===== src/design/waypoint_chunk_reassembly_top_macros.svh =====
// Assertion helpers for the waypoint chunk reassembly block.
// Both expect a clock named clk and a synchronous active-high reset named rst.
`ifndef WAYPOINT_CHUNK_REASSEMBLY_TOP_MACROS_SVH
`define WAYPOINT_CHUNK_REASSEMBLY_TOP_MACROS_SVH

// Same-cycle implication.
`define WCR_ASSERT_NOW(lbl, ante, cons, msg) \
  lbl: assert property (@(posedge clk) disable iff (rst) (ante) |-> (cons)) else $error(msg);

// Next-cycle implication.
`define WCR_ASSERT_NEXT(lbl, ante, cons, msg) \
  lbl: assert property (@(posedge clk) disable iff (rst) (ante) |=> (cons)) else $error(msg);

`endif


===== src/design/wcr_pkg.sv =====
package wcr_pkg;

  typedef enum logic [2:0] {
    ACT_DROP  = 3'd0,
    ACT_FWD   = 3'd1,
    ACT_STORE = 3'd2,
    ACT_HIT   = 3'd3,
    ACT_MISS  = 3'd4
  } act_t;

  typedef enum logic {
    ST_IDLE,
    ST_EXEC
  } state_t;

  typedef struct packed {
    logic [31:0] z;
    logic [31:0] y;
    logic [31:0] x;
  } coord_t;

  localparam logic       OP_PACKET   = 1'b0;
  localparam logic       OP_READ     = 1'b1;
  localparam logic [7:0] UPLINK_MARK = 8'hFD;
  localparam logic [6:0] CHUNK_BYTES = 7'd14;

  localparam logic [7:0] CFG_MAGIC  = 8'd0;
  localparam logic [7:0] CFG_UPLINK = 8'd1;

  localparam logic [7:0] MAGIC_RESET = 8'd197;

endpackage


===== src/design/waypoint_chunk_reassembly_top.sv =====
// Waypoint chunk reassembly: takes received radio packets and waypoint reads on one stream
// (s_tuser = 0 packet, 1 read) and gives one result item per input item. Each item first
// reads the waypoint memory (one synchronous read port), then is decided, written back and
// loaded into the output register. The next item is taken while a result still waits on
// the master side; the block holds only when a second result would have nowhere to go.
// Chunk presence is kept in one flip-flop per waypoint, so no clearing pass follows reset.
// Configuration writes (index 0 telemetry magic, 1 uplink enable) are taken at any time and
// should only be issued while the block is idle.
`include "waypoint_chunk_reassembly_top_macros.svh"

module waypoint_chunk_reassembly_top import wcr_pkg::*; #(
  parameter int MAX_POINTS = 32
) (
  input  logic         clk,
  input  logic         rst,
  // configuration
  input  logic         cfg_valid,
  output logic         cfg_ready,
  input  logic [7:0]   cfg_index,
  input  logic [7:0]   cfg_data,
  // input items
  input  logic         s_tvalid,
  output logic         s_tready,
  // packet_length[6:0], first_byte[14:7], second_byte[22:15], coord_x_in[54:23],
  // coord_y_in[86:55], coord_z_in[118:87], read_index[134:119], zero pad[135]
  input  logic [135:0] s_tdata,
  input  logic [0:0]   s_tuser,   // op
  // result items
  output logic         m_tvalid,
  input  logic         m_tready,
  // ack_seq[7:0], mission_ready[8], waypoint_count[14:9], coord_x_out[46:15],
  // coord_y_out[78:47], coord_z_out[110:79], zero pad[111]
  output logic [111:0] m_tdata,
  output logic [2:0]   m_tuser    // action
);

  localparam int AW = (MAX_POINTS > 1) ? $clog2(MAX_POINTS) : 1;
  localparam int TW = $clog2(MAX_POINTS + 1);

  state_t state, state_next;

  // configuration registers
  logic [7:0] magic;
  logic       uplink_en;

  // latched item
  logic        it_op;
  logic [6:0]  it_len;
  logic [7:0]  it_b0;
  logic [7:0]  it_b1;
  coord_t      it_coord;
  logic [15:0] it_idx;

  // mission state
  logic [MAX_POINTS-1:0] present, present_next;
  logic [TW-1:0]         total, total_next;
  logic                  ready_flag, ready_next;

  // output register
  logic       out_valid;
  act_t       out_action;
  logic [7:0] out_ack;
  logic       out_ready;
  logic [5:0] out_count;
  coord_t     out_coord;

  // memory
  logic          mem_we;
  logic [AW-1:0] mem_raddr;
  coord_t        mem_rdata;

  logic       accept, out_free, finish, store_c, hit_c, ready_calc, ready_now;
  act_t       act_c;
  logic [7:0] ack_c;
  logic [5:0] count_c;
  coord_t     coord_c;
  logic [31:0] total_wide;

  assign cfg_ready = 1'b1;
  assign s_tready  = (state == ST_IDLE);
  assign accept    = s_tvalid && s_tready;
  assign out_free  = !out_valid || m_tready;

  assign m_tvalid = out_valid;
  assign m_tuser  = out_action;
  assign m_tdata  = {1'b0, out_coord.z, out_coord.y, out_coord.x, out_count, out_ready, out_ack};

  always_ff @(posedge clk) begin
    if (rst) begin
      magic     <= MAGIC_RESET;
      uplink_en <= 1'b0;
    end else if (cfg_valid && cfg_ready) begin
      case (cfg_index)
        CFG_MAGIC:  magic     <= cfg_data;
        CFG_UPLINK: uplink_en <= cfg_data[0];
        default: ;
      endcase
    end
  end

  // read at the incoming index, then hold the latched one while waiting
  assign mem_raddr = (state == ST_IDLE) ? s_tdata[119 +: AW] : it_idx[AW-1:0];

  wcr_store #(
    .DEPTH (MAX_POINTS),
    .AW    (AW)
  ) u_store (
    .clk   (clk),
    .we    (mem_we),
    .waddr (it_b0[AW-1:0]),
    .wdata (it_coord),
    .raddr (mem_raddr),
    .rdata (mem_rdata)
  );

  always_ff @(posedge clk) begin
    if (accept) begin
      it_op    <= s_tuser[0];
      it_len   <= s_tdata[6:0];
      it_b0    <= s_tdata[14:7];
      it_b1    <= s_tdata[22:15];
      it_coord <= {s_tdata[118:87], s_tdata[86:55], s_tdata[54:23]};
      it_idx   <= s_tdata[134:119];
    end
  end

  // classify the latched item and work out the state after it
  always_comb begin
    act_c        = ACT_DROP;
    store_c      = 1'b0;
    hit_c        = 1'b0;
    present_next = present;
    ready_calc   = 1'b1;
    if (it_op == OP_READ) begin
      hit_c = (it_idx < 16'(total)) && (it_idx < 16'(MAX_POINTS)) && present[it_idx[AW-1:0]];
      act_c = hit_c ? ACT_HIT : ACT_MISS;
    end else if (it_len == 7'd0) begin
      act_c = ACT_DROP;
    end else if (it_b0 == UPLINK_MARK) begin
      act_c = uplink_en ? ACT_FWD : ACT_DROP;
    end else if (it_b0 == magic) begin
      act_c = ACT_DROP;
    end else if (it_len < CHUNK_BYTES) begin
      act_c = ACT_DROP;
    end else if (it_b0 >= 8'(MAX_POINTS) || it_b1 == 8'd0 || it_b1 > 8'(MAX_POINTS)) begin
      act_c = ACT_DROP;
    end else begin
      act_c   = ACT_STORE;
      store_c = 1'b1;
      present_next[it_b0[AW-1:0]] = 1'b1;
    end
    total_next = store_c ? TW'(it_b1) : total;
    for (int i = 0; i < MAX_POINTS; i++) begin
      if (TW'(i) < total_next && !present_next[i]) begin
        ready_calc = 1'b0;
      end
    end
    ready_next = store_c ? ready_calc : ready_flag;
    total_wide = 32'(total_next);
    count_c    = ready_next ? total_wide[5:0] : 6'd0;
    ack_c      = store_c ? it_b0 : 8'd0;
    coord_c    = hit_c ? mem_rdata : '0;
  end

  assign finish = (state == ST_EXEC) && out_free;
  assign mem_we = finish && store_c;

  always_comb begin
    state_next = state;
    case (state)
      ST_IDLE: if (accept) state_next = ST_EXEC;
      ST_EXEC: if (out_free) state_next = ST_IDLE;
      default: state_next = ST_IDLE;
    endcase
  end

  always_ff @(posedge clk) begin
    if (rst) begin
      state      <= ST_IDLE;
      present    <= '0;
      total      <= '0;
      ready_flag <= 1'b0;
      out_valid  <= 1'b0;
    end else begin
      state <= state_next;
      if (finish) begin
        present    <= present_next;
        total      <= total_next;
        ready_flag <= ready_next;
        out_valid  <= 1'b1;
      end else if (m_tready) begin
        out_valid <= 1'b0;
      end
    end
  end

  always_ff @(posedge clk) begin
    if (finish) begin
      out_action <= act_c;
      out_ack    <= ack_c;
      out_ready  <= ready_next;
      out_count  <= count_c;
      out_coord  <= coord_c;
    end
  end

  // readiness of the held state, for checking only
  always_comb begin
    ready_now = 1'b1;
    for (int i = 0; i < MAX_POINTS; i++) begin
      if (TW'(i) < total && !present[i]) begin
        ready_now = 1'b0;
      end
    end
  end

  `WCR_ASSERT_NOW(a_ready_consistent, ready_flag, ready_now, "ready set with a chunk missing")
  `WCR_ASSERT_NEXT(a_one_in_flight, accept, !s_tready, "second item taken before the first ended")
  `WCR_ASSERT_NOW(a_write_on_finish, mem_we, (state == ST_EXEC) && out_free && !it_op, "store write outside a packet finish")

endmodule


===== src/design/wcr_store.sv =====
module wcr_store import wcr_pkg::*; #(
  parameter int DEPTH = 32,
  parameter int AW    = 5
) (
  input  logic          clk,
  input  logic          we,
  input  logic [AW-1:0] waddr,
  input  coord_t        wdata,
  input  logic [AW-1:0] raddr,
  output coord_t        rdata
);

  coord_t mem [DEPTH];

  always_ff @(posedge clk) begin
    if (we) begin
      mem[waddr] <= wdata;
    end
    rdata <= mem[raddr];
  end

endmodule

===== config.mk =====
export PLATFORM = sky130hd
export DESIGN_NAME = waypoint_chunk_reassembly_top
export DESIGN_NICKNAME = d
export VERILOG_FILES = /design/src/design/wcr_pkg.sv /design/src/design/waypoint_chunk_reassembly_top.sv /design/src/design/wcr_store.sv
export VERILOG_INCLUDE_DIRS = /design/src /design/src/design
export SDC_FILE = /design/constraint.sdc
export NUM_CORES = 2
export LEC_CHECK = 0
export ABC_AREA = 1
export BUFFER_PORTS_ARGS = -buffer_cell sky130_fd_sc_hd__buf_2
export CAP_MARGIN = 20
export CORE_MARGIN = 2
export CORE_UTILIZATION = 40
export DETAILED_ROUTE_END_ITERATION = 10
export HOLD_SLACK_MARGIN = 0.08
export PLACE_DENSITY = 0.65
export SYNTH_ARGS = -nofsm -noshare
export SYNTH_HDL_FRONTEND = slang
export SYNTH_SLANG_ARGS = --single-unit

===== constraint.sdc =====
create_clock -name clk -period 12.65 [get_ports clk]
set_input_delay 2.53 -clock clk [delete_from_list [all_inputs] [get_ports clk]]
set_output_delay 2.53 -clock clk [all_outputs]
set_load 0.02 [all_outputs]

==> impl_metrics.toml <==
[global_routing]
grt_use_met2_pct = 35.4
overflow = 0
antenna_found_initial = 27
grtUsageMet1_pct = 30.0
grtUsageMet3_pct = 3.57
grt_usage_pct = 21.9
first_global_vias = 83630
grt_pass1_wl_um = 554000
grt_max_degree = 242
grt.busiest_layer = "met2"

[place]
port_buffers = 272
pre_cts_ws_ns = 5.56
hpwl_um = 176000
dpl-instance-area_sq_um = 139000
place.gp.congestion = 0.852

[synth]
yosys_warnings = 0
ys.flop_type = "edfxtp_1"
synth-simple-area-share_pct = 7.85
synthMuxAreaShare_pct = 0
syn_inst = 10045
synth-xor-area-share_pct = 0.0330
synth.cells.most_frequent = "edfxtp_1 (3322), nor2_1 (2151), o21ai_0 (1947)"
synth_compound_area_share_pct = 12.1
synth-edff-count = 3322
ys_seq_elements = 3468
synth_area_leaders = "edfxtp_1 (75%), o21ai_0 (7.3%), nor2_1 (6.1%), o22ai_1 (4.5%), dfxtp_1 (2.2%)"
synth.distinct_cells = 48
post-synth-top-count-cell = "edfxtp_1"
synth_fa_ha_area_share_pct = 0.0471
synth_largest_area_cell = "edfxtp_1"
async_flop_share_pct = 0
yosys.area.top_type_share_pct = 75.1
syn_area_per_cell_sq_um = 13.2
ys_seq_area_share_pct = 77.3
synth_top_family_by_area = "compound AO/OA/AOI/OAI gates"
synth_area_sq_um = 133000

[critical_path]
critPathMaxFanout = 220
path_class = "in2reg"
cp.required_ns = 13.49
cp-start-kind = "primary input"
critical_path.endpoint_type = "register"
worstPathArrival_ns = 7.14

[detailed_routing]
detail-route-antenna-nets = 0
dr.pass1.iters = 7
drt-total-wl_um = 384000
num_vias = 87082
viasPerCell = 5.87
remaining_drc_errors = 0
post_drt_wl_per_cell_um = 25.9
drt-initial-drc-count = 11296

[clock_tree]
htreeDepth = 5
cts_sinks = 3468
post_cts_buffers = 0
cts-hold-fix-buffers = 0
max-clock-path-buffers = 4
cts_root_buffer = "clkbuf_16"
numCtsBuffers = 359
insertion_delay_ns = 0.95
cts_resized = 0
cts.reportedPaths.clkPinSlew_ns = 0.07
cts_tree = "done"

[floorplanning]
die_h_um = 580
num_rows = 211
core-area_sq_um = 330000
initial_utilization_pct = 40.2
die-area_sq_um = 337000
die_x_um = 580
pin_count = 276

[timing]
fin_crit_sh_pct = 49.7
fin_worst_skew_ns = 0.0584
fin_ws_ns = 6.36
final.setup.tns_ns = 0
relSlewSlack_pct = 14.2
worst_hold_slack_ns = 0.474
hold_viol = 0
final-max-slew-violation-count = 0
max_freq_ghz = 0.159
worstMarginPinSlew_ns = 1.29
setup_viol = 0
period_needed_ns = 6.29
grt_setup_unrepaired = "false"

[power]
peakVddDrop_mv = 0.126
powerDensity_nw_per_um2 = 170
leakage_nw = 48.8

[cells_and_area]
area_growth_pct = 13.7
final_util_pct = 45.7
drive_above_1_share_pct = 10.2
seqCellArea_sq_um = 103000
fin_area_sq_um = 151000
multiInputGateArea_sq_um = 27000
fillCellCount = 28471
nNetsFinal = 10301

[job]
max-cap-violations = 0

[outcome]
status = "finished, final reports clean"

[hold_path]
hold_class = "reg2reg"
[metrics by stage]
step | instances | power, W
after floorplan | 10048 | 0.0144
after global placement | 14139 | 0.0151
after global routing | 14820 | 0.0265
after detailed placement | 14139 | 0.0151
after CTS | 14810 | 0.0258
final | 14827 | 0.0257
[worst paths after layout]
kind                                   start                 to  slack [ns]  cells past startpoint
worst max-delay path            s_tdata[119]  u_store.rdata[89]        6.36                     12
worst min-delay path              ready_flag         ready_flag        0.47                      2
worst max register to register     it_idx[0]  u_store.rdata[89]        7.08                     13
worst min register to register    ready_flag         ready_flag        0.47                      2
[layer usage]
layer / share of wire, % / vias up
met5: 0.017 / -
met4: 3.7 / 10
li1: - / 37339
met3: 10 / 896
met2: 46 / 5068
met1: 40 / 43769
[cell type report]
class / instances / area share, %
Multi-Input combinational cell: 5685 / 17.9
Inverter: 205 / 0.540
Sequential cell: 3468 / 68.0
Clock inverter: 215 / 1.60
Tap cell: 4366 / 3.62
Clock buffer: 456 / 6.42
Antenna cell: 13 / 0.0215
Timing Repair Buffer: 419 / 1.93
[power breakdown]
part / switching, W / internal, W
Clock: 0.00450 / 0.00629
Sequential: 0.000217 / 0.0127
Combinational: 0.00142 / 0.000539
[state kept, by name, summed over array words and instances (netlist names), 7 cells and up]
register / count
it_b0: 8
it_b1: 8
it_coord: 96
it_idx: 16
it_len: 7
m_tdata: 96
magic: 8
out_ack: 8
present: 32
u_store.mem: 3072
u_store.rdata: 96
[placed cells by master (no fill, tap or decap), drive strengths merged, types with 16 or more instances in the layout]
master / instances
buf: 419
dfxtp: 146
bufinv: 40
nand3: 35
clkinv: 141
nor2: 2167
nand4: 18
inv: 223
a21oi: 26
clkbuf: 456
nor3: 23
o22ai: 957
clkinvlp: 16
nand2: 443
edfxtp: 3322
o21ai: 1961
[critical path: stages]
cell     delay [ns]
buf_2          0.13
o21ai_4        0.49
buf_12         0.63
buf_4          0.69
buf_4          0.76
buf_12         0.67
o21ai_0        0.18
o22ai_1        0.24
nor2_1         0.06
o22ai_1        0.24
nand2_1        0.09
nand2_1        0.09
[logic make-up after synthesis]
group,Yosys count
DFF,3468
adders and majority gates,5
and+or+nand+nor,2702
buffers and inverters,895
AOI/OAI and AO/OA,2968
xor gates and xnor gates,5
other,2
(Power assumes the default switching activity.)
